$ cat src/rtl/palr_pkg.sv
`timescale 1ns / 1ps
`default_nettype none
// Shared constants, types and tables of the path arc length resampler.
// No dependencies; every other file but palr_ram imports this package.
package palr_pkg;

    localparam int MAX_WAYPOINTS = 64;
    localparam int MAX_HORIZON   = 32;

    localparam int WP_AW   = $clog2(MAX_WAYPOINTS);
    localparam int CNT_W   = $clog2(MAX_WAYPOINTS + 1);
    localparam int COORD_W = 32;
    localparam int DIFF_W  = COORD_W + 1;
    localparam int LEN_W   = 33;
    localparam int SQ_W    = 2 * LEN_W;
    localparam int DIST_W  = 38 + WP_AW;
    localparam int STEP_W  = 31;
    localparam int HL_W    = 6;
    localparam int HEAD_W  = 16;
    localparam int CX_W    = 46;
    localparam int Z_W     = 20;
    localparam int CFG_IDX_W = 2;

    localparam int CORDIC_STEPS = 17;
    localparam int HALF_PI_Q16  = 102944;
    localparam int HEAD_LIMIT   = 25736;
    localparam int NORM_BIT     = 40;

    typedef logic signed [COORD_W-1:0] t_coord;
    typedef logic signed [DIFF_W-1:0]  t_diff;

    typedef enum logic [CFG_IDX_W-1:0] {
        CFG_STEP_DISTANCE  = 2'd0,
        CFG_HORIZON_LENGTH = 2'd1
    } t_cfg_idx;

    // atan(2^-i) in Q16 radians
    function automatic logic [16:0] atan_q16(input logic [4:0] i);
        logic [16:0] a;
        unique case (i)
            5'd0:    a = 17'd51472;
            5'd1:    a = 17'd30386;
            5'd2:    a = 17'd16055;
            5'd3:    a = 17'd8150;
            5'd4:    a = 17'd4091;
            5'd5:    a = 17'd2047;
            5'd6:    a = 17'd1024;
            5'd7:    a = 17'd512;
            5'd8:    a = 17'd256;
            5'd9:    a = 17'd128;
            5'd10:   a = 17'd64;
            5'd11:   a = 17'd32;
            5'd12:   a = 17'd16;
            5'd13:   a = 17'd8;
            5'd14:   a = 17'd4;
            5'd15:   a = 17'd2;
            5'd16:   a = 17'd1;
            default: a = 17'd0;
        endcase
        return a;
    endfunction

endpackage
`default_nettype wire

$ cat src/rtl/palr_div.sv
`timescale 1ns / 1ps
`default_nettype none
// Restoring divider, one quotient bit per cycle; quotient known to fit LEN_W bits.
// Depends on palr_pkg.
module palr_div
    import palr_pkg::*;
(
    input  wire logic             i_clk,
    input  wire logic             i_rst_n,
    input  wire logic             i_start,
    input  wire logic [SQ_W-1:0]  i_num,
    input  wire logic [LEN_W-1:0] i_den,
    output logic                  o_done,
    output logic [LEN_W-1:0]      o_quo
);
    logic             r_busy;
    logic [6:0]       r_cnt;
    logic [SQ_W-1:0]  r_num;
    logic [LEN_W-1:0] r_den;
    logic [LEN_W-1:0] r_rem;
    logic [LEN_W:0]   t_val;

    assign t_val = {r_rem, r_num[SQ_W-1]};

    // shift in one numerator bit, subtract when it fits
    always_ff @(posedge i_clk) begin
        if (!i_rst_n) begin
            r_busy <= 1'b0;
            o_done <= 1'b0;
        end else begin
            o_done <= 1'b0;
            if (i_start) begin
                r_busy <= 1'b1;
                r_cnt  <= 7'(SQ_W - 1);
                r_num  <= i_num;
                r_den  <= i_den;
                r_rem  <= '0;
                o_quo  <= '0;
            end else if (r_busy) begin
                r_num <= r_num << 1;
                if (t_val >= {1'b0, r_den}) begin
                    r_rem <= LEN_W'(t_val - {1'b0, r_den});
                    o_quo <= {o_quo[LEN_W-2:0], 1'b1};
                end else begin
                    r_rem <= LEN_W'(t_val);
                    o_quo <= {o_quo[LEN_W-2:0], 1'b0};
                end
                if (r_cnt == '0) begin
                    r_busy <= 1'b0;
                    o_done <= 1'b1;
                end
                r_cnt <= r_cnt - 7'd1;
            end
        end
    end
endmodule
`default_nettype wire

$ cat config.mk
export PLATFORM = sky130hd
export DESIGN_NAME = palr_div
export DESIGN_NICKNAME = d
export VERILOG_FILES = /design/src/rtl/palr_pkg.sv /design/src/rtl/palr_div.sv
export SDC_FILE = /design/constraint.sdc
export NUM_CORES = 1
export LEC_CHECK = 0
export CAP_MARGIN = 25
export CORE_MARGIN = 3
export CORE_UTILIZATION = 53
export CTS_CLUSTER_SIZE = 24
export DETAILED_ROUTE_END_ITERATION = 12
export DONT_BUFFER_PORTS = 1
export HOLD_SLACK_MARGIN = 0.05
export PLACE_DENSITY_LB_ADDON = 0.05
export RECOVER_POWER = 50
export SLEW_MARGIN = 20
export SYNTH_ARGS = -nofsm -noshare
export SYNTH_HDL_FRONTEND = slang
export SYNTH_SLANG_ARGS = --single-unit
export TNS_END_PERCENT = 20
$ cat constraint.sdc
create_clock -name i_clk -period 5.79 [get_ports i_clk]
set_input_delay 0.2895 -clock i_clk [delete_from_list [all_inputs] [get_ports i_clk]]
set_output_delay 0.2895 -clock i_clk [all_outputs]
set_load 0.005 [all_outputs]
### Word level (Yosys, flattened, before mapping)

Cells that the tools add are included.

| storage, ports and cells | value |
|---|---|
| memory bits (read-only) | 0 |
| memories kept | 0 |
| bits in writable memories | 0 |
| register bits | 174 |
| bits in latches | 0 |
| bits of input ports | 102 |

| operators by class | value |
|---|---|
| reductions and logical operators | 5 |
| equal/unequal tests | 0 |
| add/subtract/negate cells | 2 |
| multiplexer cells | 11 |
| $lt $le $gt $ge | 1 |
| shift operators | 0 |
| bitwise gates (word level) | 2 |
| multiply operators | 0 |
| div/mod/pow operators | 0 |

Operator list:

| cell | number |
|---|---|
| $mux W66 | 2 |
| $mux W33 | 3 |
| $ge A34 B33 Y1 | 1 |
| $sub A33 B33 Y33 | 1 |
| $logic_not A7 Y1 | 1 |
| $mux W7 | 1 |
| $sub A7 B1 Y7 const B | 1 |
| $mux W1 | 5 |
| $reduce_and A2 Y1 | 2 |
| $reduce_or A3 Y1 | 1 |
| $not A1 Y1 | 2 |
| $reduce_bool A2 Y1 | 1 |

### Longest topological paths before layout

| depth | value |
|---|---|
| depth in word-level cells | 4 |
| depth in mapped cells | 13 |
| depth with buffers taken out | 13 |

### Worst setup path after synthesis

Ideal clock, no wire load.

| timing | value |
|---|---|
| path kind | input to register |
| from | input port i_start |
| to | register o_quo[0], enable pin |
| setup time | 0.511 ns |
| buffers on the path | 2 |
| setup slack | 1.366 ns |
| arrival | 3.913 ns |
| required time | 5.279 ns |
| cell stages on the path | 3 |
| path through | clkbuf_1 > clkbuf_1 > o21a_1 |

| between the ends | value |
|---|---|
| word-level cells in the longest chain between the ends | 2 |

Ends and longest elaborated chain:

| item | RTL line | text |
|---|---|---|
| start, declared | palr_div.sv:10 | `input wire logic i_start,` |
| $reduce_bool A2 Y1 (no line) | - |  |
| $reduce_and A2 Y1 (no line) | - |  |
| end signal, assigned | palr_div.sv:43 | `o_quo <= {o_quo[LEN_W-2:0], 1'b1};` |
| end signal, assigned | palr_div.sv:46 | `o_quo <= {o_quo[LEN_W-2:0], 1'b0};` |
| end, declared | palr_div.sv:14 | `output logic [LEN_W-1:0] o_quo` |

Every way passes these cells.
A chain may end at the register's enable or synchronous reset.

### Final worst setup path

| timing | value |
|---|---|
| from | register r_num[65] |
| to | register r_rem[24] (data pin) |

| between the ends | value |
|---|---|
| word-level cells in the longest chain between the ends | 3 |
| elaborated cells on any way between the ends | 4 |
| those cells by class | add/sub: 1; order compare: 1; mux: 2 |

Ends and longest elaborated chain:

| item | RTL line | text |
|---|---|---|
| start, declared | palr_div.sv:18 | `logic [SQ_W-1:0] r_num;` |
| start signal, assigned | palr_div.sv:35 | `r_num <= i_num;` |
| start signal, assigned | palr_div.sv:40 | `r_num <= r_num << 1;` |
| $sub A33 B33 Y33 / $ge A34 B33 Y1 (equally long branches) | palr_div.sv:42, palr_div.sv:41 |  |
| $mux W33 * | palr_div.sv:41 | `if (t_val >= {1'b0, r_den}) begin` |
| $mux W33 * | palr_div.sv:39 | `end else if (r_busy) begin` |
| end signal, assigned | palr_div.sv:42 | `r_rem <= LEN_W'(t_val - {1'b0, r_den});` |
| end signal, assigned | palr_div.sv:45 | `r_rem <= LEN_W'(t_val);` |
| end, declared | palr_div.sv:20 | `logic [LEN_W-1:0] r_rem;` |

Every way passes the cells marked *; elsewhere a longest branch is shown, timed or not. The select of a mux whose other input is x is not followed.

==> results.toml <==
[yosys]
avgSynthCellArea_um2 = 13.0
synth.largest_area_cell = "edfxtp_1"
synth.distinct_cells = 57
synthCells = 680
synth_edf_count = 172
synth_top_area_frac = 0.584
yosys_warnings = 0
synth_fp_nets = 818
synthFlopType = "edfxtp_1"
seq_area_frac_synth = 0.588
ys_ff_latch = 174
syn-cell-area_um2 = 8850
async_flop_share = 0
synthTopCellsByArea = "edfxtp_1 58%, mux2_2 8.3%, ha_1 5.0%"

[drt]
antenna_left = 0
vias_per_cell = 5.66
drt-total-wl_um = 17300
wl_per_cell_um = 18.4
via_count = 5312
drt_pass1_iterations = 5
drt-initial-drc-count = 263
drc_errors = 0

[grt]
met2_usage = 0.318
grt_pass1_wl_um = 28100
first_global_vias = 5541
top_usage_layer = "met2"
grt_usage = 0.195
grtUsageMet1 = 0.245
grt_max_degree = 132
grt.met3_usage = 0.0728
grt_antenna_before_repair = 2
overflow = 0

[finish]
layout-drive-gt1-share = 0.151
area_delta_synth_final_pct = 13.0
multi_input_area_um2 = 3350
seq_area_um2 = 5200
nFillCells = 1302
fin_nets = 848
num_antenna_cells = 0

[min_path]
hold_class = "input port to register"
hold_depth = 1

[placed_design]
numPortBuffers = 0
dp_slack_ns = 2.14
gp_congestion = 0.912
dp_hpwl_um = 11500

[clock_tree]
clock-root-buffer = "clkbuf_16"
cts_tree = "built"
insertion_delay_ns = 0.43
cts_setup_buffers = 0
clock-sinks = 174
htree_levels = 4
numCtsBuffers = 17
path_clk_slew_ns = 0.07
ctsResizeCount = 0
postCtsHoldBufs = 37
clockBufferDepth = 2

[setup_path]
worst-setup-path-type = "register to register"
start_kind = "register"
reg2reg_depth = 13
crit_cells = 13
path_buf_inv = 3
path_cells = "inv_1, ha_1, inv_1, fa_1, a21o_1, a22oi_1, a21oi_2, a211oi_4, o31ai_1, a21oi_4, buf_4, mux2i_1, nor2_1"
slowest_delay_ns = 0.61
required_ns = 5.97
slowest_stage = "a21oi_4"
worst-endpoint-arrival_ns = 3.83
cp-end-kind = "register"
path_max_fanout = 19
critPathTopFamily = "compound AO/OA/AOI/OAI gates"
cpMostUsedCell = "inv_1"

[sta]
min_period_ns = 3.65
final_hold_viol_count = 0
timing.final.ws_setup_ns = 2.14
rsz0062_at_grt = "false"
clock.fmax_mhz = 274
slew_headroom = -0.265
finalSetupViolCount = 0
maxSlewViolCount = 34
tightest_slew_ns = 1.90
setup_tns_ns = 0
skew_ns = 0.0104
period_share = 0.630

[floorplan]
rows = 46
core_um2 = 16100
start_util = 0.549
die-area_um2 = 18300
ioPinCount = 136
die_h_um = 135
die_w_um = 135

[run_status]
violations = "max-capacitance violations, max-slew violations"
status = "finished, violations left"

[pwr]
ir_drop_mv = 0.211
p_per_area_nw_per_um2 = 330
p_leak_nw = 3.72

[flow_run]
maxCapViolCount = 1
flip-flops by register name, indices dropped and copies added, names as in the netlist:
signal and count:
r_den 33, r_num 66, r_cnt 7, o_done 1, r_busy 1, o_quo 33, r_rem 33
power breakdown:
group / switching (W) / internal (W)
clock: 0.000529 / 0.000617
sequential: 0.0000429 / 0.00151
combinational: 0.000328 / 0.000274
total: 0.000901 / 0.00240
cells in the mapped netlist (all sizes together), types with 7 or more instances:
master and number:
xnor2 25, mux2 65, nand3 10, nor2 47
xor2 9, o21ai 19, edfxtp 172, nand4 9
a21oi 30, o21a 10, buf 9, inv 40
clkbuf 22, nor2b 35, nor3 7, ha 35
a21o 13, nand2 26, nand2b 8, mux2i 25
metal layers:
layer,share of wire,vias up
met5,0.0014,-
met4,0.014,4
met3,0.070,30
met2,0.49,156
met1,0.42,2550
li1,-,2572
worst paths after layout:
kind	from	to	slack, ns
max	r_num[65]	r_rem[24]	2.14
min	i_num[13]	r_num[13]	0.08
max reg2reg	r_num[65]	r_rem[24]	2.14
min reg2reg	r_num[8]	r_num[9]	0.55
cell type report:
| class | count | share of cell area |
|---|---|---|
| multi-input combinational | 435 | 0.335 |
| sequential | 174 | 0.521 |
| tap | 216 | 0.0270 |
| timing repair buffer | 42 | 0.0419 |
| clock inverter | 15 | 0.0174 |
| inverter | 40 | 0.0150 |
| clock buffer | 17 | 0.0426 |
cells in the final DEF, fill, tap and decap left out, types with 4 or more instances in the layout:
master	instances
nand2b_1	8
and3_1	5
nor3_1	7
edfxtp_1	172
xnor2_1	25
ha_1	35
a21oi_1	28
mux2_2	65
mux2i_1	25
a31oi_1	4
o211ai_1	5
nor2b_1	35
and2_1	4
inv_1	39
o21ai_0	17
inv_8	5
nand3_1	10
o21bai_1	4
xor2_1	9
dlygate4sd3_1	38
nor2_1	47
a21o_1	13
a211oi_1	4
nand2_1	26
nand3b_1	5
o21a_1	9
clkbuf_16	17
nand4_1	9
metrics by stage:
step                utilization  instances  instance area, µm²  power (W)  hold WS (ns)
finish                    0.620        939                9990    0.00330        0.0754
global route              0.620        939                9990    0.00347        0.0510
CTS                       0.618        937                9970    0.00333        0.0518
detailed placement        0.558        868                9000    0.00215         0.388
global placement          0.558        868                9000    0.00214         0.388
floorplan                     -        680                8850    0.00206         0.388
kinds of logic after synthesis:
logic type	share of synthesized area
XOR/XNOR	0.0337
AO/OA/AOI/OAI	0.0881
flip-flops	0.588
adder cells (fa/ha/maj)	0.0518
multiplexers	0.111
buffers and inverters	0.0338
AND/OR/NAND/NOR	0.0932
Note: power is estimated with default switching activity, not from simulation.
