[config.mk]
export PLATFORM = sky130hd
export DESIGN_NAME = palr_cordic
export DESIGN_NICKNAME = d
export VERILOG_FILES = /design/src/rtl/palr_pkg.sv /design/src/rtl/palr_cordic.sv
export SDC_FILE = /design/constraint.sdc
export NUM_CORES = 1
export LEC_CHECK = 0
export BUFFER_PORTS_ARGS = -buffer_cell sky130_fd_sc_hd__buf_4
export CAP_MARGIN = 20
export CORE_MARGIN = 10
export CORE_UTILIZATION = 44
export CTS_CLUSTER_DIAMETER = 100
export DETAILED_ROUTE_END_ITERATION = 8
export PLACE_DENSITY = 0.68
export SLEW_MARGIN = 10
export SYNTH_ARGS = -nofsm -noshare
export SYNTH_HDL_FRONTEND = slang
export SYNTH_SLANG_ARGS = --single-unit
[constraint.sdc]
create_clock -name i_clk -period 27 [get_ports i_clk]
set_clock_uncertainty 0.15 [all_clocks]
set_input_delay 1.35 -clock i_clk [delete_from_list [all_inputs] [get_ports i_clk]]
set_output_delay 1.35 -clock i_clk [all_outputs]
set_load 0.02 [all_outputs]
[src/rtl/palr_pkg.sv]
`timescale 1ns / 1ps
`default_nettype none
// Shared constants, types and tables of the path arc length resampler.
// No dependencies; every other file but palr_ram imports this package.
package palr_pkg;

    localparam int MAX_WAYPOINTS = 64;
    localparam int MAX_HORIZON   = 32;

    localparam int WP_AW   = $clog2(MAX_WAYPOINTS);
    localparam int CNT_W   = $clog2(MAX_WAYPOINTS + 1);
    localparam int COORD_W = 32;
    localparam int DIFF_W  = COORD_W + 1;
    localparam int LEN_W   = 33;
    localparam int SQ_W    = 2 * LEN_W;
    localparam int DIST_W  = 38 + WP_AW;
    localparam int STEP_W  = 31;
    localparam int HL_W    = 6;
    localparam int HEAD_W  = 16;
    localparam int CX_W    = 46;
    localparam int Z_W     = 20;
    localparam int CFG_IDX_W = 2;

    localparam int CORDIC_STEPS = 17;
    localparam int HALF_PI_Q16  = 102944;
    localparam int HEAD_LIMIT   = 25736;
    localparam int NORM_BIT     = 40;

    typedef logic signed [COORD_W-1:0] t_coord;
    typedef logic signed [DIFF_W-1:0]  t_diff;

    typedef enum logic [CFG_IDX_W-1:0] {
        CFG_STEP_DISTANCE  = 2'd0,
        CFG_HORIZON_LENGTH = 2'd1
    } t_cfg_idx;

    // atan(2^-i) in Q16 radians
    function automatic logic [16:0] atan_q16(input logic [4:0] i);
        logic [16:0] a;
        unique case (i)
            5'd0:    a = 17'd51472;
            5'd1:    a = 17'd30386;
            5'd2:    a = 17'd16055;
            5'd3:    a = 17'd8150;
            5'd4:    a = 17'd4091;
            5'd5:    a = 17'd2047;
            5'd6:    a = 17'd1024;
            5'd7:    a = 17'd512;
            5'd8:    a = 17'd256;
            5'd9:    a = 17'd128;
            5'd10:   a = 17'd64;
            5'd11:   a = 17'd32;
            5'd12:   a = 17'd16;
            5'd13:   a = 17'd8;
            5'd14:   a = 17'd4;
            5'd15:   a = 17'd2;
            5'd16:   a = 17'd1;
            default: a = 17'd0;
        endcase
        return a;
    endfunction

endpackage
`default_nettype wire

[src/rtl/palr_cordic.sv]
`timescale 1ns / 1ps
`default_nettype none
// Iterative CORDIC vectoring unit: heading of a chord in Q2.13 radians.
// Depends on palr_pkg.
module palr_cordic
    import palr_pkg::*;
(
    input  wire logic              i_clk,
    input  wire logic              i_rst_n,
    input  wire logic              i_start,
    input  wire t_diff             i_dx,
    input  wire t_diff             i_dy,
    output logic                   o_done,
    output logic [HEAD_W-1:0]      o_heading
);
    typedef enum logic [1:0] {C_IDLE, C_NORM, C_ROT, C_ITER} t_cstate;

    t_cstate                 r_state;
    logic signed [CX_W-1:0]  r_x;
    logic signed [CX_W-1:0]  r_y;
    logic signed [Z_W-1:0]   r_z;
    logic [NORM_BIT:0]       r_m;
    logic [4:0]              r_i;
    logic [DIFF_W-1:0]       t_ax;
    logic [DIFF_W-1:0]       t_ay;
    logic signed [CX_W-1:0]  t_xs;
    logic signed [CX_W-1:0]  t_ys;
    logic signed [Z_W-1:0]   t_ang;
    logic signed [Z_W-1:0]   t_zr;
    logic signed [Z_W-1:0]   t_h;

    assign t_ax  = i_dx[DIFF_W-1] ? DIFF_W'(-i_dx) : DIFF_W'(i_dx);
    assign t_ay  = i_dy[DIFF_W-1] ? DIFF_W'(-i_dy) : DIFF_W'(i_dy);
    assign t_xs  = r_x >>> r_i;
    assign t_ys  = r_y >>> r_i;
    assign t_ang = Z_W'(atan_q16(r_i));
    assign t_zr  = (r_y > 0) ? r_z + t_ang : r_z - t_ang;
    assign t_h   = (t_zr + Z_W'(4)) >>> 3;

    // normalize, fold into the right half plane, then iterate
    always_ff @(posedge i_clk) begin
        if (!i_rst_n) begin
            r_state <= C_IDLE;
            o_done  <= 1'b0;
        end else begin
            o_done <= 1'b0;
            unique case (r_state)
                C_IDLE: begin
                    if (i_start) begin
                        if (i_dx == '0 && i_dy == '0) begin
                            o_heading <= '0;
                            o_done    <= 1'b1;
                        end else begin
                            r_m     <= (NORM_BIT+1)'((t_ax > t_ay) ? t_ax : t_ay);
                            r_x     <= CX_W'(i_dx);
                            r_y     <= CX_W'(i_dy);
                            r_state <= C_NORM;
                        end
                    end
                end
                C_NORM: begin
                    if (!r_m[NORM_BIT]) begin
                        r_m <= r_m << 1;
                        r_x <= r_x <<< 1;
                        r_y <= r_y <<< 1;
                    end else begin
                        r_state <= C_ROT;
                    end
                end
                C_ROT: begin
                    r_i <= '0;
                    if (r_x < 0) begin
                        if (r_y >= 0) begin
                            r_x <= r_y;
                            r_y <= -r_x;
                            r_z <= Z_W'(HALF_PI_Q16);
                        end else begin
                            r_x <= -r_y;
                            r_y <= r_x;
                            r_z <= -Z_W'(HALF_PI_Q16);
                        end
                    end else begin
                        r_z <= '0;
                    end
                    r_state <= C_ITER;
                end
                C_ITER: begin
                    if (r_y > 0) begin
                        r_x <= r_x + t_ys;
                        r_y <= r_y - t_xs;
                    end else begin
                        r_x <= r_x - t_ys;
                        r_y <= r_y + t_xs;
                    end
                    r_z <= t_zr;
                    r_i <= r_i + 5'd1;
                    if (r_i == 5'(CORDIC_STEPS - 1)) begin
                        if (t_h > Z_W'(HEAD_LIMIT)) begin
                            o_heading <= HEAD_W'(HEAD_LIMIT);
                        end else if (t_h < -Z_W'(HEAD_LIMIT)) begin
                            o_heading <= HEAD_W'(-HEAD_LIMIT);
                        end else begin
                            o_heading <= HEAD_W'(t_h);
                        end
                        o_done  <= 1'b1;
                        r_state <= C_IDLE;
                    end
                end
                default: r_state <= C_IDLE;
            endcase
        end
    end
endmodule
`default_nettype wire

-- After elaboration in Yosys (flattened, before gate mapping)
Memory sizes are Yosys's and may differ from the RTL's. A register that Yosys moved wholly into a read port is not among the register bits.
Cells that the tools add are included.
- memories: 1
- ROM bits: 512
- output and inout port bits: 17
- flip-flop bits (word level): 177
- memories (memory ; depth ; bits a word ; read ports ; clocked after Yosys merged registers in ; wr ports ; RTL line ; text):
    (name not given) ; 32 ; 16 ; 1 ; 1 ; 0 ; palr_pkg.sv:40 ; unique case (i)
- magnitude comparators: 6
- equality and inequality tests: 11
- shift operators: 2
- add/sub/neg operators: 12
- reduce and logical (&&, ||, !) cells: 13
- multiplexer cells: 42
- operators with widths (cell ; count):
    two-way mux 46 bit ; 12
    one-hot mux 46 bit (4 select lines) ; 2
    two-way mux 41 bit ; 3
    two-way mux 33 bit ; 3
    adder 46 bit ; 2
    negator 46 bit ; 2
    >>> shifter 46 x 5 -> 46 bit ; 2
    subtractor 46 bit ; 2
    one-hot mux 41 bit (2 select lines) ; 1
    two-way mux 16 bit ; 5
    zero test 33 bit ; 2
    negator 33 bit ; 2
    two-way mux 20 bit ; 3
    >= comparator 46 x 1 -> 1 bit (second input constant) ; 1
    > comparator 46 x 1 -> 1 bit (second input constant) ; 1
    < comparator 46 x 1 -> 1 bit (second input constant) ; 1
    one-hot mux 20 bit (2 select lines) ; 1
    > comparator 33 bit ; 1
    one-hot mux 16 bit (2 select lines) ; 1
    adder 20 x 18 -> 20 bit ; 1
    adder 20 x 4 -> 20 bit (second input constant) ; 1
    subtractor 20 x 18 -> 20 bit ; 1
    > comparator 17 x 16 -> 1 bit (second input constant) ; 1
    < comparator 17 x 16 -> 1 bit (second input constant) ; 1
    other kinds (17) ; 34

-- Depth between registers and ports, before layout
- depth after elaboration: 8
- mapped depth: 31
- mapped depth without buffers: 25

-- Worst setup path before layout
No wires, ideal clock.
- path kind: input port to flip-flop
- from: input port i_dx[0]
- to: register r_x[0], enable pin
- arrival: 9.068 ns
- setup time: 0.674 ns
- stages: 9
- slack: 17.108 ns
- buffers on the path: 0
- cells stage by stage: inv_1 -> ha_1 -> nand3_1 -> or3_1 -> nor2_1 -> nand4_1 -> nor4_1 -> o21ai_0 -> nor3b_1
- cells in the longest elaborated chain, start to end: 4
- RTL lines (what ; RTL line ; text):
    start, declared ; palr_cordic.sv:11 ; input wire t_diff i_dx,
    zero test 33 bit ; palr_cordic.sv:50 ; if (i_dx == '0 && i_dy == '0) begin
    logical AND 1 bit ; palr_cordic.sv:50 ;
    != test 2 bit (no line) ; n/a ;
    AND reduction 5 bit (no line) ; n/a ;
    end signal, assigned ; palr_cordic.sv:55 ; r_x <= CX_W'(i_dx);
    end signal, assigned ; palr_cordic.sv:64 ; r_x <= r_x <<< 1;
    end signal, assigned ; palr_cordic.sv:74 ; r_x <= r_y;
    end, declared ; palr_cordic.sv:19 ; logic signed [CX_W-1:0] r_x;
No other way between the ends.
A chain may end at the register's enable or synchronous reset.

-- Worst setup path in the final report
- from: register r_i[1]
- to: register r_y[44], data pin
- cells in the longest elaborated chain, start to end: 4
- RTL lines (what ; RTL line ; text):
    start, declared ; palr_cordic.sv:23 ; logic [4:0] r_i;
    start signal, assigned ; palr_cordic.sv:96 ; r_i <= r_i + 5'd1;
    >>> shifter 46 x 5 -> 46 bit (*) ; palr_cordic.sv:34 ; assign t_xs = r_x >>> r_i;
    adder 46 bit or subtractor 46 bit (tied branches) ; palr_cordic.sv:93, palr_cordic.sv:90 ;
    two-way mux 46 bit (*) ; palr_cordic.sv:88 ; if (r_y > 0) begin
    one-hot mux 46 bit (4 select lines) (*) ; palr_cordic.sv:47 ; unique case (r_state)
    end signal, assigned ; palr_cordic.sv:56 ; r_y <= CX_W'(i_dy);
    end signal, assigned ; palr_cordic.sv:90 ; r_y <= r_y - t_xs;
    end signal, assigned ; palr_cordic.sv:93 ; r_y <= r_y + t_xs;
    end, declared ; palr_cordic.sv:20 ; logic signed [CX_W-1:0] r_y;
Mark *: on every way between the ends. The rest lies on a longest branch, timed or not.

==> impl_metrics.csv <==
group,metric,value,unit
run_status,outcome,"completed",
clocking,clk_pin_slew,0.09,ns
critical_path,crit_chain,"buf_4, buf_4, mux4_2, mux2i_1, o22ai_1, a221o_1, or3_1, nor3_2, inv_1, nor2_1, a21oi_1, xor2_1, ha_1, a21o_1, a21o_1, a21o_1, a21o_1, a21oi_1, nand3_1, a221oi_1, o31ai_1, a311o_1, mux2i_1, a31oi_1",
critical_path,worstPathArrival,8.47,ns
floorplanning,initial_core_util,44.5,%
floorplanning,die_height,281,um
clocking,root_buffer,"clkbuf_16",
placed_design,port_buffers,85,
logic_synthesis,synth_cell_type_count,103,
critical_path,r2r_slack,18.64,ns
clocking,h-tree-depth,4,
floorplanning,io_pins,86,
clocking,clkLatencyLatePin,0.52,ns
clocking,cts_resized,0,
drt,viasPerCell,6.90,
timing,rsz0062_at_grt,"false",
cells_and_area,fill_cells,6550,
cells_and_area,syn_to_final_growth,4.81,%
placed_design,dp_slack,18.74,ns
drt,drtIter0Drc,3888,
global_routing,grt_pass1_wl,173000,um
hold_path,whs_path_depth,2,
logic_synthesis,yosys-top-cells-area,"edfxtp_1, mux4_2, ha_1, xnor2_1, a21oi_1",
floorplanning,num_rows,95,
critical_path,cp_num_buf_inv,3,
logic_synthesis,syn_area_per_cell,8.48,um2
critical_path,cpPeakStageDelay,0.74,ns
critical_path,start_kind,"register",
timing,fmax,120,MHz
timing,setup_viol_count_final,0,
cells_and_area,layout_commonest_cell,"nand2_1",
critical_path,critPathTopFamily,"compound AO/OA/AOI/OAI gates",
logic_synthesis,ys.flop_type,"edfxtp_1",
critical_path,worstSetupPathType,"reg -> reg",
hold_path,hold-path-endpoint,"r_m[2]",
placed_design,hpwl,86000,um
timing,fin_crit_sh,31.0,%
placed_design,place_congestion,1.05,
logic_synthesis,synth-seq-area-share,18.7,%
logic_synthesis,synth.top_cell.area_share,17.4,%
clocking,holdBufCountCts,0,
global_routing,overflow,0,
clocking,cts_setup_buffers,0,
critical_path,crit_fanout,52,
timing,relSlewSlack,27.5,%
cells_and_area,regArea,0.00561,mm2
cells_and_area,multi_input_area,0.0226,mm2
global_routing,grt_pass1_vias,28005,
timing,fin_crit,8.36,ns
floorplanning,die_w,281,um
logic_synthesis,syn_nets,3775,
critical_path,reg2reg_depth,24,
drt,routed_wl,115000,um
cells_and_area,layout.nets,3652,
timing,tns,0,ns
global_routing,gr-usage-all-layers,28.3,%
logic_synthesis,syn-cell-area,0.0300,mm2
floorplanning,core_area,0.0674,mm2
critical_path,end_kind,"register",
hold_path,min_from,"r_m[1]",
global_routing,antenna_found_initial,4,
logic_synthesis,ys_warn_count,0,
timing,hold_viol,0,
cells_and_area,drive_gt1_share,11.9,%
logic_synthesis,synthCells,3540,
logic_synthesis,synthArstFlopShare,0,%
timing,tightest_slew,1.09,ns
critical_path,reg2reg_to,"r_y[44]",
timing,slew_violations,0,
clocking,numCtsBuffers,17,
critical_path,cp.required,27.11,ns
logic_synthesis,synth_edf_count,174,
critical_path,cp_common_cell,"a21o_1",
global_routing,grt_max_degree,122,
cells_and_area,final_cell_mix,"nand2_1, a21oi_1, nor2_1",
drt,ant_nets,0,
clocking,clockBufferDepth,2,
cells_and_area,final_util,46.7,%
logic_synthesis,yosys.area.top_type,"edfxtp_1",
hold_path,hp-class,"reg -> reg",
critical_path,worstReg2RegStart,"r_i[1]",
timing,setup_slack,18.64,ns
clocking,cts_tree,"yes",
critical_path,cp_slowest_cell,"buf_4",
drt,firstDrtPassIters,9,
clocking,cts.sinks,193,
floorplanning,die_area,0.0791,mm2
drt,num_vias,29679,
job,max_cap_violations,0,
drt,wire_per_inst,26.7,um
drt,drc,0,
logic_synthesis,ys_ff_latch,193,
[routing by layer]
layer	global-route usage [%]	vias up	wire (um)
met5	0	-	12
met4	12.3	2	5200
met3	7.47	301	13900
met2	43.1	1837	50000
met1	37.3	14255	45700
li1	-	13284	-
[cell families after synthesis]
| family | share of synthesized area (%) |
|---|---|
| adders and majority gates | 7.06 |
| and+or+nand+nor | 17.0 |
| DFF | 18.7 |
| buffers and inverters | 6.28 |
| AOI/OAI and AO/OA | 25.6 |
| xor gates and xnor gates | 10.2 |
| muxes | 15.2 |
[worst max path at each step]
stage          startpoint      end  cells past startpoint
6_report           r_i[1]  r_y[44]                     24
2_1_floorplan     i_dx[0]   r_x[0]                      9
4_1_cts            r_i[1]  r_y[44]                     24
3_3_place_gp       r_i[1]  r_y[44]                     24
5_1_grt            r_i[1]  r_y[44]                     24
3_5_place_dp       r_i[1]  r_y[44]                     24
[flip-flops by register name, summed over array words and instances, names as in the netlist, 2 cells and up]
| name | flops |
|---|---|
| o_heading | 16 |
| r_m | 41 |
| r_x | 46 |
| r_y | 46 |
| r_state | 2 |
| r_i | 5 |
| t_ang | 16 |
| r_z | 20 |
[through the flow]
stage	hold WS, ns	std cells	area (um2)
after global placement	0.357	4269	30800
final	0.379	4304	31500
after detailed placement	0.356	4270	30900
after floorplan	0.345	3540	30000
after CTS	0.378	4302	31400
after global routing	0.400	4303	31500
[worst min-delay path, stage by stage, from the launching register on]
cell      delay [ns]
edfxtp_1        0.33
nand2_1         0.05
o31ai_1         0.05
[cells in the mapped netlist, types with 21 or more instances]
| cell | number |
|---|---|
| mux2_2 | 36 |
| xor2_1 | 133 |
| nand2_1 | 308 |
| buf_6 | 23 |
| a21oi_1 | 261 |
| clkbuf_1 | 206 |
| nand2b_1 | 47 |
| a222oi_1 | 41 |
| o211ai_1 | 35 |
| a211oi_1 | 31 |
| a21boi_0 | 26 |
| nand3_1 | 64 |
| a31oi_1 | 50 |
| nand4_1 | 41 |
| and3_1 | 29 |
| o21ai_0 | 175 |
| buf_2 | 23 |
| a22oi_1 | 21 |
| ha_1 | 163 |
| or3_1 | 25 |
| inv_1 | 132 |
| nor2_1 | 221 |
| mux2i_1 | 106 |
| o22ai_1 | 28 |
| nor3_1 | 74 |
| edfxtp_1 | 174 |
| nor2b_1 | 42 |
| a21o_1 | 107 |
| mux4_2 | 136 |
| o31ai_1 | 58 |
| xnor2_1 | 216 |
| and2_1 | 47 |
| nor4_1 | 33 |
| o21a_1 | 31 |
| a221oi_1 | 40 |
[layout make-up]
class,instances,share of cell area [%]
flip-flops and latches,193,17.8
clock inverters,13,0.457
well taps,873,3.47
inverters,135,1.61
clock buffers,19,1.41
repair buffers,137,3.34
diodes,1,0.00795
multi-input cells,2933,71.9
Power is not shown: default switching activity piles up to over one toggle a cycle in this logic, so the estimate is an artifact.
