File: src/rtl/palr_pkg.sv
`timescale 1ns / 1ps
`default_nettype none
// Shared constants, types and tables of the path arc length resampler.
// No dependencies; every other file but palr_ram imports this package.
package palr_pkg;

    localparam int MAX_WAYPOINTS = 64;
    localparam int MAX_HORIZON   = 32;

    localparam int WP_AW   = $clog2(MAX_WAYPOINTS);
    localparam int CNT_W   = $clog2(MAX_WAYPOINTS + 1);
    localparam int COORD_W = 32;
    localparam int DIFF_W  = COORD_W + 1;
    localparam int LEN_W   = 33;
    localparam int SQ_W    = 2 * LEN_W;
    localparam int DIST_W  = 38 + WP_AW;
    localparam int STEP_W  = 31;
    localparam int HL_W    = 6;
    localparam int HEAD_W  = 16;
    localparam int CX_W    = 46;
    localparam int Z_W     = 20;
    localparam int CFG_IDX_W = 2;

    localparam int CORDIC_STEPS = 17;
    localparam int HALF_PI_Q16  = 102944;
    localparam int HEAD_LIMIT   = 25736;
    localparam int NORM_BIT     = 40;

    typedef logic signed [COORD_W-1:0] t_coord;
    typedef logic signed [DIFF_W-1:0]  t_diff;

    typedef enum logic [CFG_IDX_W-1:0] {
        CFG_STEP_DISTANCE  = 2'd0,
        CFG_HORIZON_LENGTH = 2'd1
    } t_cfg_idx;

    // atan(2^-i) in Q16 radians
    function automatic logic [16:0] atan_q16(input logic [4:0] i);
        logic [16:0] a;
        unique case (i)
            5'd0:    a = 17'd51472;
            5'd1:    a = 17'd30386;
            5'd2:    a = 17'd16055;
            5'd3:    a = 17'd8150;
            5'd4:    a = 17'd4091;
            5'd5:    a = 17'd2047;
            5'd6:    a = 17'd1024;
            5'd7:    a = 17'd512;
            5'd8:    a = 17'd256;
            5'd9:    a = 17'd128;
            5'd10:   a = 17'd64;
            5'd11:   a = 17'd32;
            5'd12:   a = 17'd16;
            5'd13:   a = 17'd8;
            5'd14:   a = 17'd4;
            5'd15:   a = 17'd2;
            5'd16:   a = 17'd1;
            default: a = 17'd0;
        endcase
        return a;
    endfunction

endpackage
`default_nettype wire

File: src/rtl/palr_sqrt.sv
`timescale 1ns / 1ps
`default_nettype none
// Digit-by-digit integer square root, one root bit per cycle.
// Depends on palr_pkg.
module palr_sqrt
    import palr_pkg::*;
(
    input  wire logic            i_clk,
    input  wire logic            i_rst_n,
    input  wire logic            i_start,
    input  wire logic [SQ_W-1:0] i_rad,
    output logic                 o_done,
    output logic [LEN_W-1:0]     o_root
);
    logic              r_busy;
    logic [5:0]        r_cnt;
    logic [SQ_W-1:0]   r_rad;
    logic [LEN_W+2:0]  r_rem;
    logic [LEN_W+2:0]  t_val;
    logic [LEN_W+2:0]  t_trial;

    assign t_val   = {r_rem[LEN_W:0], r_rad[SQ_W-1 -: 2]};
    assign t_trial = {1'b0, o_root, 2'b01};

    // one root bit per step, radicand consumed two bits at a time
    always_ff @(posedge i_clk) begin
        if (!i_rst_n) begin
            r_busy <= 1'b0;
            o_done <= 1'b0;
        end else begin
            o_done <= 1'b0;
            if (i_start) begin
                r_busy <= 1'b1;
                r_cnt  <= 6'(LEN_W - 1);
                r_rad  <= i_rad;
                r_rem  <= '0;
                o_root <= '0;
            end else if (r_busy) begin
                r_rad <= r_rad << 2;
                if (t_val >= t_trial) begin
                    r_rem  <= t_val - t_trial;
                    o_root <= {o_root[LEN_W-2:0], 1'b1};
                end else begin
                    r_rem  <= t_val;
                    o_root <= {o_root[LEN_W-2:0], 1'b0};
                end
                if (r_cnt == '0) begin
                    r_busy <= 1'b0;
                    o_done <= 1'b1;
                end
                r_cnt <= r_cnt - 6'd1;
            end
        end
    end
endmodule
`default_nettype wire

File: config.mk
export PLATFORM = sky130hd
export DESIGN_NAME = palr_sqrt
export DESIGN_NICKNAME = d
export VERILOG_FILES = /design/src/rtl/palr_pkg.sv /design/src/rtl/palr_sqrt.sv
export SDC_FILE = /design/constraint.sdc
export NUM_CORES = 1
export LEC_CHECK = 0
export ABC_CLOCK_PERIOD_IN_PS = 6000
export BUFFER_PORTS_ARGS = -buffer_cell sky130_fd_sc_hd__buf_2
export CAP_MARGIN = 20
export CELL_PAD_IN_SITES_DETAIL_PLACEMENT = 0
export CELL_PAD_IN_SITES_GLOBAL_PLACEMENT = 1
export CORE_ASPECT_RATIO = 2
export CORE_MARGIN = 4
export CORE_UTILIZATION = 51
export DETAILED_ROUTE_END_ITERATION = 10
export PLACE_DENSITY_LB_ADDON = 0.08
export SLEW_MARGIN = 30
export SYNTH_ARGS = -nofsm -noshare
export SYNTH_HDL_FRONTEND = slang
export SYNTH_SLANG_ARGS = --single-unit
File: constraint.sdc
create_clock -name i_clk -period 6 [get_ports i_clk]
set_input_delay 0 -clock i_clk [delete_from_list [all_inputs] [get_ports i_clk]]
set_output_delay 0 -clock i_clk [all_outputs]
set_load 0.1 [all_outputs]
* Word-level counts from Yosys, hierarchy flattened
Index checks and enable logic that the tools add are counted.
** Storage, ports and cells
- Register bits :: 141
- Input port bits :: 69
- Logic and storage cells :: 26
** Operators by class
- $add $sub $neg :: 2
- $lt $le $gt $ge :: 1
- Mux-type cells :: 11
- Bitwise gates (word level) :: 2
- Reduce and logical (&&, ||, !) cells :: 4
** Operator list (number)
- $mux 66 :: 2
- $mux 34 :: 2
- $ge 36x35->1 :: 1
- $sub 34x34->34 :: 1
- $mux 33 :: 1
- $logic_not 6->1 :: 1
- $mux 6 :: 1
- $sub 6x1->6 const B :: 1
- $mux 1 :: 5
- $reduce_or 3->1 :: 1
- $not 1->1 :: 2
- $reduce_and 2->1 :: 1
- $reduce_bool 2->1 :: 1

* Logic depth before layout (Yosys ltp)
Gate-level depths: netlist (run 1).
- Depth in word-level cells :: 4
- Depth in mapped cells :: 14
- Mapped depth without buffers :: 11

* Least setup slack after synthesis (run 1)
OpenSTA, ideal clock, no wires.
- Path type :: input to register
- From :: input port i_start
- To :: register o_root[0] (enable)
- Arrival :: 3437 ps
- Required time :: 5489 ps
- Setup slack :: 2052 ps
- Stages :: 2
- Buffers on the path :: 1
- Cells stage by stage :: clkbuf_1 > o21a_1
** Between the ends
- Word-level cells in the longest chain between the ends :: 2
** RTL lines
- start: declaration :: line palr_sqrt.sv:10 : input wire logic i_start,
- $reduce_bool 2->1 (no line)
- $reduce_and 2->1 (no line)
- end signal: assignment :: line palr_sqrt.sv:42 : o_root <= {o_root[LEN_W-2:0], 1'b1};
- end signal: assignment :: line palr_sqrt.sv:45 : o_root <= {o_root[LEN_W-2:0], 1'b0};
- end: declaration :: line palr_sqrt.sv:13 : output logic [LEN_W-1:0] o_root
No other way between the ends.
A chain may end at the register's enable or synchronous reset.

* Worst setup path after layout (run 1)
- From :: register o_root[23]
- To :: register r_rem[31], data pin
** Between the ends
- Word-level cells in the longest chain between the ends :: 3
- Elaborated cells between the ends (all ways) :: 4
** RTL lines
- $sub 34x34->34 / $ge 36x35->1 (equally long branches) :: line palr_sqrt.sv:41, palr_sqrt.sv:40
- $mux 34 (*) :: line palr_sqrt.sv:40 : if (t_val >= t_trial) begin
- $mux 34 (*) :: line palr_sqrt.sv:38 : end else if (r_busy) begin
- end signal: assignment :: line palr_sqrt.sv:41 : r_rem <= t_val - t_trial;
- end signal: assignment :: line palr_sqrt.sv:44 : r_rem <= t_val;
- end: declaration :: line palr_sqrt.sv:18 : logic [LEN_W+2:0] r_rem;
Every way passes the cells marked *; elsewhere a longest branch is shown, timed or not. The select of a mux whose other input is x is not followed.

==> results.cfg, run 1 <==
[timing]
fin_ws_ns = 2.744
setup_violations = 0
fmaxAchievable_mhz = 307.1
final.setup_skew_ns = 0.01174
hold_slack_ns = 0.1759
worstMarginPinSlew_ns = 0.9311
max_slew_margin_pct = 37.92
rsz0062_at_grt = no
final.setup.tns_ns = 0
slew_violations = 0
final_hold_viol_count = 0
finalCritPeriodShare_pct = 54.27
fin_crit_ns = 3.256

[clock_tree]
h-tree-depth = 4
clk_path_buf_depth = 2
root_buffer = clkbuf_16
path_clk_slew_ns = 0.06
post-cts-setup-buffer-count = 0
cts_buffers = 17
worstSkewPairLatency_ns = 0.42
cts_tree = done
cts_num_sinks = 141

[critical_path]
required_ns = 6.17
cpPeakStageDelay_ns = 0.64
crit_type = register to register
endpoint = r_rem[31]
worstSetupStartpoint = o_root[23]
r2r_start = o_root[23]
r2r_cells = 10
crit_arrival_ns = 3.42
slowest_stage = o21a_4
crit_path_start_kind = register
endpoint_kind = register
reg2reg_slack_ns = 2.74
crit_chain = inv_1, ha_1, a21o_1, a21o_1, a21oi_1, a21oi_1, a211oi_1, o21a_4, nor2_1, a22o_1
crit_fanout = 40
timing.rr.end = r_rem[31]

[floorplan]
fp.dieW_um = 95.03
die_y_um = 182.1
initial_core_util_pct = 52.14
ios = 103
dieArea_um2 = 17300
core_um2 = 14820
rows = 63

[synth]
syn_inst = 632
synth-async-reset-ratio_pct = 0
ys_ff_latch = 141
synth_most_common_cell = edfxtp_1
yosysTopAreaCell = edfxtp_1
syn_area_um2 = 7726
synth.distinct_cells = 59
seq_area_frac_synth_pct = 54.54
avgSynthCellArea_um2 = 12.22
yosysTopAreaCellShare_pct = 54.02
netlist_top_cells_area = edfxtp_1 54%, mux2_2 9.3%, ha_1 6.0%, nor2_1 3.9%, mux2i_1 3.4%
synth_fp_nets = 738
synth-edff-count = 139
yosys_most_used_dff = edfxtp_1
yosys_warnings = 0
synthTopCellsByCount = 139 x edfxtp_1, 80 x nor2_1, 64 x mux2_2

[run_status]
status = complete, no violations

[route]
ant_nets = 0
drt_iter0_drc = 214
routedWlPerCell_um = 16.89
vias = 5348
drc = 0
wl_um = 16900
firstDrtPassIters = 4
via_per_inst = 5.343

[power]
p_per_area_nw_per_um2 = 304.3
max-vdd-ir-drop_mv = 0.1991
power_leakage_uw = 0.003961

[cells_and_area]
num_antenna_cells = 0
drive_gt1_share_pct = 26.30
area_growth_pct = 24.13
num-nets-final = 899

[placement]
gp_congestion = 0.9039
hpwl_um = 11000
io_buffers = 102
dpl_worst_slack_ns = 2.742

[grt]
grt_pass1_wl_um = 27670
grt_max_degree = 86
grt_overflow = 0
grt_util_all_layers_pct = 20.74
antenna_found_initial = 0
grt_pass1_vias = 5754

[run]
drv_cap = 0

[hold_path]
hold_class = input pin to register
## how the worst min path moves through the flow
stage          startpoint        end  slack (ns)  cells after the start
2_1_floorplan     i_rst_n     o_done        0.15                      1
3_3_place_gp      i_rst_n     o_done        0.26                      2
3_5_place_dp      i_rst_n     o_done        0.29                      2
4_1_cts           i_start  r_rem[26]        0.16                      2
5_1_grt           i_start  r_rem[26]        0.20                      2
6_report          i_start   r_cnt[1]        0.18                      2
## cell families (layout without fill, tap and decap cells)
family | count (synthesis) | count (layout) | synth area share (%)
muxes | 90 | 90 | 12.70
and+or+nand+nor | 144 | 144 | 8.680
AOI/OAI and AO/OA | 117 | 117 | 10.56
adders and majority gates | 37 | 37 | 5.992
DFF | 141 | 141 | 54.54
buffers and inverters | 71 | 245 | 3.903
xor gates and xnor gates | 32 | 32 | 3.628
## stage by stage
step	total power [uW]	utilization (%)	cells	area, um^2
after floorplan	1777	-	632	7726
after global placement	1899	56.43	902	8362
after detailed placement	1912	56.47	902	8368
after CTS	2941	64.69	1001	9587
after global routing	3059	64.72	1001	9590
final	2919	64.72	1001	9590
## cells in the final DEF (no fill, tap or decap), drive strengths merged, types with 3 or more instances in the layout
cell / count
edfxtp: 139
buf: 104
nor2: 80
dlygate4sd3: 67
mux2: 64
inv: 45
ha: 37
a21oi: 34
mux2i: 26
a21o: 25
xnor2: 20
clkbuf: 18
nand2: 16
o21ai: 15
xor2: 12
and3: 9
nand4: 8
nand3: 8
nor3: 7
o21a: 7
clkinv: 7
a211oi: 6
a21boi: 5
and2: 5
nor2b: 4
o21bai: 4
a31oi: 3
o211ai: 3
clkinvlp: 3
## metal layers
layer / routed length [um] / track usage [%]
met5: 0 / 0
met4: 465 / 9.601
met3: 635 / 4.249
met1: 6537 / 22.32
met2: 9263 / 37.75
## report_power, final
part	internal, uW	switching (uW)
clock network	570	422
registers	1190	33.4
logic	286	423
## final cells by class
| cell class | count | area (um^2) |
|---|---|---|
| tap | 195 | 244.0 |
| clock inverter | 14 | 118.9 |
| timing repair buffer | 171 | 1202 |
| multi-input combinational | 420 | 3224 |
| sequential | 141 | 4214 |
| inverter | 42 | 157.7 |
| fill | 1223 | 5229 |
| clock buffer | 18 | 429.2 |
## flip-flops by register name (all words and copies together), names as in the netlist
signal  count
r_rad      66
r_rem      34
r_cnt       6
o_done      1
o_root     33
r_busy      1
## critical path, delay by kind of cell, from the launching register on
family          cells  cell delay [ns]
fa+ha+maj           1             0.35
flops               1             0.36
compound gates      7             2.07
simple gates        1             0.16
buf+inv             1             0.06
## repair_timing
item                                   in CTS  in global routing
endpoints found under the hold margin      67                  0
gates resized for setup                     0                  0
hold buffers                               67                  0
Power figures use the tool's default switching activity.
==> inputs of run 2 (changes only) <==
--- a/config.mk
+++ b/config.mk
@@ -5,14 +5,15 @@
 export SDC_FILE = /design/constraint.sdc
 export NUM_CORES = 1
 export LEC_CHECK = 0
-export ABC_CLOCK_PERIOD_IN_PS = 6000
+export ABC_AREA = 1
+export ABC_CLOCK_PERIOD_IN_PS = 3000
 export BUFFER_PORTS_ARGS = -buffer_cell sky130_fd_sc_hd__buf_2
 export CAP_MARGIN = 20
 export CELL_PAD_IN_SITES_DETAIL_PLACEMENT = 0
 export CELL_PAD_IN_SITES_GLOBAL_PLACEMENT = 1
 export CORE_ASPECT_RATIO = 2
 export CORE_MARGIN = 4
-export CORE_UTILIZATION = 51
+export CORE_UTILIZATION = 43
 export DETAILED_ROUTE_END_ITERATION = 10
 export PLACE_DENSITY_LB_ADDON = 0.08
 export SLEW_MARGIN = 30
==> constraint.sdc (replaced) <==
create_clock -name i_clk -period 3 [get_ports i_clk]
set_input_delay 0 -clock i_clk [delete_from_list [all_inputs] [get_ports i_clk]]
set_output_delay 0 -clock i_clk [all_outputs]
set_load 0.1 [all_outputs]
==> results.cfg, run 2 <==
[power]
seq_power_share_pct = 39.4
p_per_area_nw_per_um2 = 571.9
sw_frac_of_total_pct = 33.28
max-vdd-ir-drop_mv = 0.6716
switchingPower_uw = 2059
internal_power_uw = 4128
power.share.combinational_pct = 27.0
power_leakage_uw = 0.005479
clkPwrFrac_pct = 33.6

[cells_and_area]
num-nets-final = 1437
nFillCells = 1969
largest_reg_flops = 66
area_growth_pct = 23.37
largest-register = r_rad
num_antenna_cells = 0
stdcell_count = 1605
layout_common_cells = 538 x nand2_1, 162 x inv_1, 139 x edfxtp_1
layout_commonest_cell = nand2_1
reg.largest.list = r_rad (66), r_rem (34), o_root (33)
drive_gt1_share_pct = 13.18

[synth]
synth-simple-area-share_pct = 33.89
synth.mux.area_fraction_pct = 0
avgSynthCellArea_um2 = 7.528
syn_inst = 1165
synth_top_family_by_area = simple AND/OR/NAND/NOR gates
synth-edff-count = 139
netlist_top_cells_area = edfxtp_1 48%, nand2_1 23%, inv_1 7.0%, ha_1 5.3%, nor2_1 5.0%
synth-compound-area-share_pct = 1.969
syn_area_um2 = 8770
seq_area_frac_synth_pct = 48.05
yosysTopAreaCellShare_pct = 47.60
synth.distinct_cells = 31
synthTopCellsByCount = 538 x nand2_1, 164 x inv_1, 139 x edfxtp_1
yosys_most_used_dff = edfxtp_1
synth_fp_nets = 1271
yosysTopAreaCell = edfxtp_1
synth-xor-area-share_pct = 1.898
synthAdderAreaFrac_pct = 5.279
yosys_warnings = 0
synth_most_common_cell = nand2_1
ys_ff_latch = 141
synth-async-reset-ratio_pct = 0

[run]
drv_cap = 0

[timing]
fin_ws_ns = 0.4642
fmaxAchievable_mhz = 394.4
final.setup_skew_ns = 0.01088
finalCritPeriodShare_pct = 84.53
setup_violations = 0
fin_crit_ns = 2.536
slew_violations = 0
worstMarginPinSlew_ns = 0.7884
rsz0062_at_grt = no
max_slew_margin_pct = 47.44
final_hold_viol_count = 0

[route]
drt_iter0_drc = 259
wl_um = 23190
via_per_inst = 4.654
ant_nets = 0
drc = 0
routedWlPerCell_um = 14.45
firstDrtPassIters = 4
vias = 7470

[placement]
hpwl_um = 17140
gp_congestion = 1.001
dpl_worst_slack_ns = 0.4762
dp_cells = 1507
io_buffers = 102

[critical_path]
crit_fanout = 23
cp_top_family = simple AND/OR/NAND/NOR gates
reg2reg_slack_ns = 0.46
endpoint_kind = register
required_ns = 3.20
timing.rr.end = r_rem[15]
endpoint = r_rem[15]
cp_num_buf_inv = 1
crit_arrival_ns = 2.73
slowest_stage = edfxtp_1
crit_path_frequent_cell = nand2_1
crit_type = register to register
r2r_cells = 11
crit_path_start_kind = register
worstSetupStartpoint = r_rem[27]
r2r_start = r_rem[27]
cpPeakStageDelay_ns = 0.41
cp.depth = 11
crit_chain = ha_1, nand2_2, nor2_2, nand2_1, nor2_1, nand4_1, nand4_4, buf_4, nand2_1, nand2_1, nor2_1

[clock_tree]
path_clk_slew_ns = 0.06
cts_tree = done
clk_path_buf_depth = 2
cts_buffers = 17
cts_num_sinks = 141
hold_buffers = 67
worstSkewPairLatency_ns = 0.45
h-tree-depth = 4
cts_resized = 0
root_buffer = clkbuf_16
post-cts-setup-buffer-count = 0

[grt]
grt_overflow = 0
grt_pass1_wl_um = 37910
grt_util_all_layers_pct = 21.85
antenna_found_initial = 0
grt_max_degree = 101
grt_pass1_vias = 7654

[floorplan]
rows = 73
dieArea_um2 = 22880
core_um2 = 20000
fp.dieW_um = 109.0
initial_core_util_pct = 43.84
die_y_um = 210.0
ios = 103

[run_status]
status = complete, no violations

[hold_path]
hold_class = input pin to register
## run 2: routing by layer
metal  up-vias  share of wire [%]  wire [um]  global-route usage (%)
li1       3928                  -          -                       -
met1      3371                 36       8390                   21.82
met2       126                 56      12910                   40.40
met3        45                2.8        651                   4.321
met4         0                5.3       1235                   13.03
met5         -                  0          0                       0
## run 2: power groups by stage
stage / Combinational [uW] / Sequential [uW] / Clock (uW)
after global placement: 1620 / 2470 / 0
after global routing: 1890 / 2450 / 2220
after detailed placement: 1620 / 2480 / 0
after CTS: 1690 / 2440 / 2130
final: 1670 / 2440 / 2080
after floorplan: 1030 / 2660 / 0
## run 2: logic make-up (layout without fill, tap and decap cells)
family	after synthesis	in the layout
flops	141	141
buf+inv	196	374
simple gates	739	739
fa+ha+maj	37	37
compound gates	33	33
xor+xnor	19	19
## run 2: stage by stage
step	total power (uW)	TNS [ns]	area, um^2	hold WS, ns	util (%)
final	6187	0	10820	0.01814	54.09
after CTS	6264	0	10820	0.0005340	54.09
after floorplan	3688	-19.66	8785	0.1726	-
after global routing	6563	0	10820	0.01930	54.09
after detailed placement	4096	0	9578	0.2628	47.88
after global placement	4092	0	9574	0.2621	47.86
## run 2: worst min path at each step
stage	from	endpoint	slack, ns	cells after the start
finish	i_start	o_root[29]	0.02	2
global route	i_start	o_root[23]	0.02	2
CTS	i_start	o_root[21]	0.0005	2
detailed placement	i_rad[0]	r_rad[0]	0.26	3
global placement	i_rad[1]	r_rad[1]	0.26	3
floorplan	i_rad[0]	r_rad[0]	0.17	2
## run 2: final cells by class
class | instances | area [um^2] | share of cell area, %
Tap cell | 262 | 327.8 | 3.030
Clock buffer | 17 | 425.4 | 3.932
Sequential cell | 141 | 4215 | 38.96
Timing Repair Buffer | 178 | 1292 | 11.95
Inverter | 165 | 619.3 | 5.725
Multi-Input combinational cell | 828 | 3794 | 35.06
Clock inverter | 14 | 145.1 | 1.342
## run 2: worst reg2reg max path: stages (launching register included)
cell and delay, ns:
edfxtp_1 0.41, ha_1 0.40, nand2_2 0.13, nor2_2 0.22, nand2_1 0.14, nor2_1 0.14, nand4_1 0.15, nand4_4 0.15
buf_4 0.33, nand2_1 0.09, nand2_1 0.07, nor2_1 0.05
==> inputs of run 3 (changes only) <==
--- a/config.mk
+++ b/config.mk
@@ -5,15 +5,15 @@
 export SDC_FILE = /design/constraint.sdc
 export NUM_CORES = 1
 export LEC_CHECK = 0
-export ABC_AREA = 1
-export ABC_CLOCK_PERIOD_IN_PS = 3000
+export ABC_AREA = 0
+export ABC_CLOCK_PERIOD_IN_PS = 2400
 export BUFFER_PORTS_ARGS = -buffer_cell sky130_fd_sc_hd__buf_2
 export CAP_MARGIN = 20
 export CELL_PAD_IN_SITES_DETAIL_PLACEMENT = 0
 export CELL_PAD_IN_SITES_GLOBAL_PLACEMENT = 1
 export CORE_ASPECT_RATIO = 2
 export CORE_MARGIN = 4
-export CORE_UTILIZATION = 43
+export CORE_UTILIZATION = 47
 export DETAILED_ROUTE_END_ITERATION = 10
 export PLACE_DENSITY_LB_ADDON = 0.08
 export SLEW_MARGIN = 30
==> constraint.sdc (replaced) <==
create_clock -name i_clk -period 2.4 [get_ports i_clk]
set_input_delay 0 -clock i_clk [delete_from_list [all_inputs] [get_ports i_clk]]
set_output_delay 0 -clock i_clk [all_outputs]
set_load 0.1 [all_outputs]
==> results.cfg, run 3 (synthesis results as in run 1) <==
[run_status]
status = finished, violations left
violations = negative setup slack

[floorplan]
core_um2 = 16190
rows = 66
fp.dieW_um = 98.66
dieArea_um2 = 18680
initial_core_util_pct = 47.74
ios = 103
die_y_um = 189.3

[route]
vias = 6029
firstDrtPassIters = 4
drc = 0
drt_iter0_drc = 177
routedWlPerCell_um = 16.69
via_per_inst = 5.211
wl_um = 19310
ant_nets = 0

[critical_path]
r2r_cells = 12
crit_type = register to register
crit_arrival_ns = 2.98
reg2reg_slack_ns = -0.32
r2r_start = r_rem[17]
slowest_stage = edfxtp_1
crit_chain = ha_4, buf_6, nand2_2, o21ai_2, and3_4, o21ai_2, a21oi_2, a211oi_4, o21a_4, buf_12, a2111o_1, a21oi_2
endpoint_kind = register
timing.rr.end = r_rem[30]
required_ns = 2.66
crit_path_start_kind = register
crit_fanout = 7
cpPeakStageDelay_ns = 0.43

[grt]
grt_util_all_layers_pct = 21.14
grt_overflow = 0
grt_max_degree = 78
antenna_found_initial = 0
grt_pass1_vias = 6485
grt_pass1_wl_um = 31410

[hold_path]
hold_class = input pin to register
min_to = r_cnt[4]
hold_path.startpoint = i_start
holdPathStages = 3

[timing]
worstMarginPinSlew_ns = 0.6762
fmaxAchievable_mhz = 367.9
hold_slack_ns = 0.1885
setup_violations = 35
final_hold_viol_count = 0
fin_crit_ns = 2.718
final.setup.tns_ns = -7.514
rsz0062_at_grt = yes
max_slew_margin_pct = 54.92
slew_violations = 0
final.setup_skew_ns = 0.006821
fin_ws_ns = -0.3182
finalCritPeriodShare_pct = 113.3

[clock_tree]
root_buffer = clkbuf_16
cts_buffers = 17
clk_path_buf_depth = 2
cts_num_sinks = 141
cts_tree = done
path_clk_slew_ns = 0.06
h-tree-depth = 4
worstSkewPairLatency_ns = 0.42

[cells_and_area]
layout_commonest_cell = edfxtp_1
area_growth_pct = 48.03
stdcell_count = 1157
layout_common_cells = 139 x edfxtp_1, 136 x buf_4, 101 x buf_2
drive_gt1_share_pct = 46.69
num_antenna_cells = 0
reg.largest.list = r_rad (66), r_rem (34), o_root (33)
largest-register = r_rad
nFillCells = 1199
num-nets-final = 1047
largest_reg_flops = 66

[placement]
gp_congestion = 0.8767
dp_cells = 1026
io_buffers = 102
dpl_worst_slack_ns = -0.4086
hpwl_um = 12800

[run]
drv_cap = 0

[power]
power_leakage_uw = 0.004791
p_per_area_nw_per_um2 = 724.3
total_power_uw = 8284
max-vdd-ir-drop_mv = 0.6641
-- run 3: changes by cell type in the layout (fill, tap and decap cells not counted), sizes merged, moves of 9 or more --
cell    previous run  this run
nand2            541        16
buf              111       252
inv              168        43
mux2               0        64
nor2             142        80
mux2i              0        26
a21o               0        25
nand3             20         8
o21ai              4        15
xor2               2        12
nand3b             9         0
-- run 3: worst max-delay path by stage --
stage                     slack (ns)        from   endpoint
after floorplan                -0.92   o_root[4]  r_rem[31]
after CTS                      -0.32   r_rem[15]  r_rem[30]
after detailed placement       -0.41  o_root[14]  r_rem[31]
after global routing           -0.41   r_rem[16]  r_rem[30]
final                          -0.32   r_rem[17]  r_rem[30]
after global placement         -0.36  o_root[14]  r_rem[31]
-- run 3: critical path, delay by kind of cell (launching register included) --
kind,cells,cell delay [ns]
buffers and inverters,2,0.27
AND/OR/NAND/NOR,2,0.24
flip-flops,1,0.43
AO/OA/AOI/OAI,7,1.30
adder cells (fa/ha/maj),1,0.32
-- run 3: what timing repair did --
| item | 4_1_cts | 5_1_grt |
|---|---|---|
| hold buffers | 67 | 0 |
| endpoints found under the hold margin | 67 | 0 |
| pin swaps | 25 | 34 |
| endpoints found under the setup margin | 35 | 35 |
| resized for setup | 40 | 51 |
| buffers inserted | 12 | 20 |
| cloned | 2 | 0 |
-- run 3: power breakdown --
part	switching, uW	internal [uW]
clock	1040	1620
combinational	1290	1270
sequential	102	2960
-- run 3: cell type report --
class / count / area, um^2 / area share [%]
Multi-Input combinational cell: 420 / 3785 / 33.09
Sequential cell: 141 / 4214 / 36.85
Timing Repair Buffer: 319 / 2447 / 21.40
Clock inverter: 13 / 148.9 / 1.302
Tap cell: 204 / 255.2 / 2.232
Clock buffer: 18 / 429.2 / 3.752
Inverter: 42 / 157.7 / 1.378
-- run 3: per-layer routing --
metal	share of wire, %	routed length (um)	GRT usage [%]	vias up
li1	-	-	-	2943
met5	0	0	0	-
met1	36	7001	22.30	2935
met4	2.4	469	7.838	0
met2	58	11280	40.48	114
met3	2.9	562	4.204	37
-- run 3: per-stage QoR --
stage	utilization [%]	cell area (um^2)
after global placement	58.47	9464
after global routing	70.66	11440
final	70.66	11440
after CTS	68.32	11060
after detailed placement	58.47	9464
after floorplan	-	7935
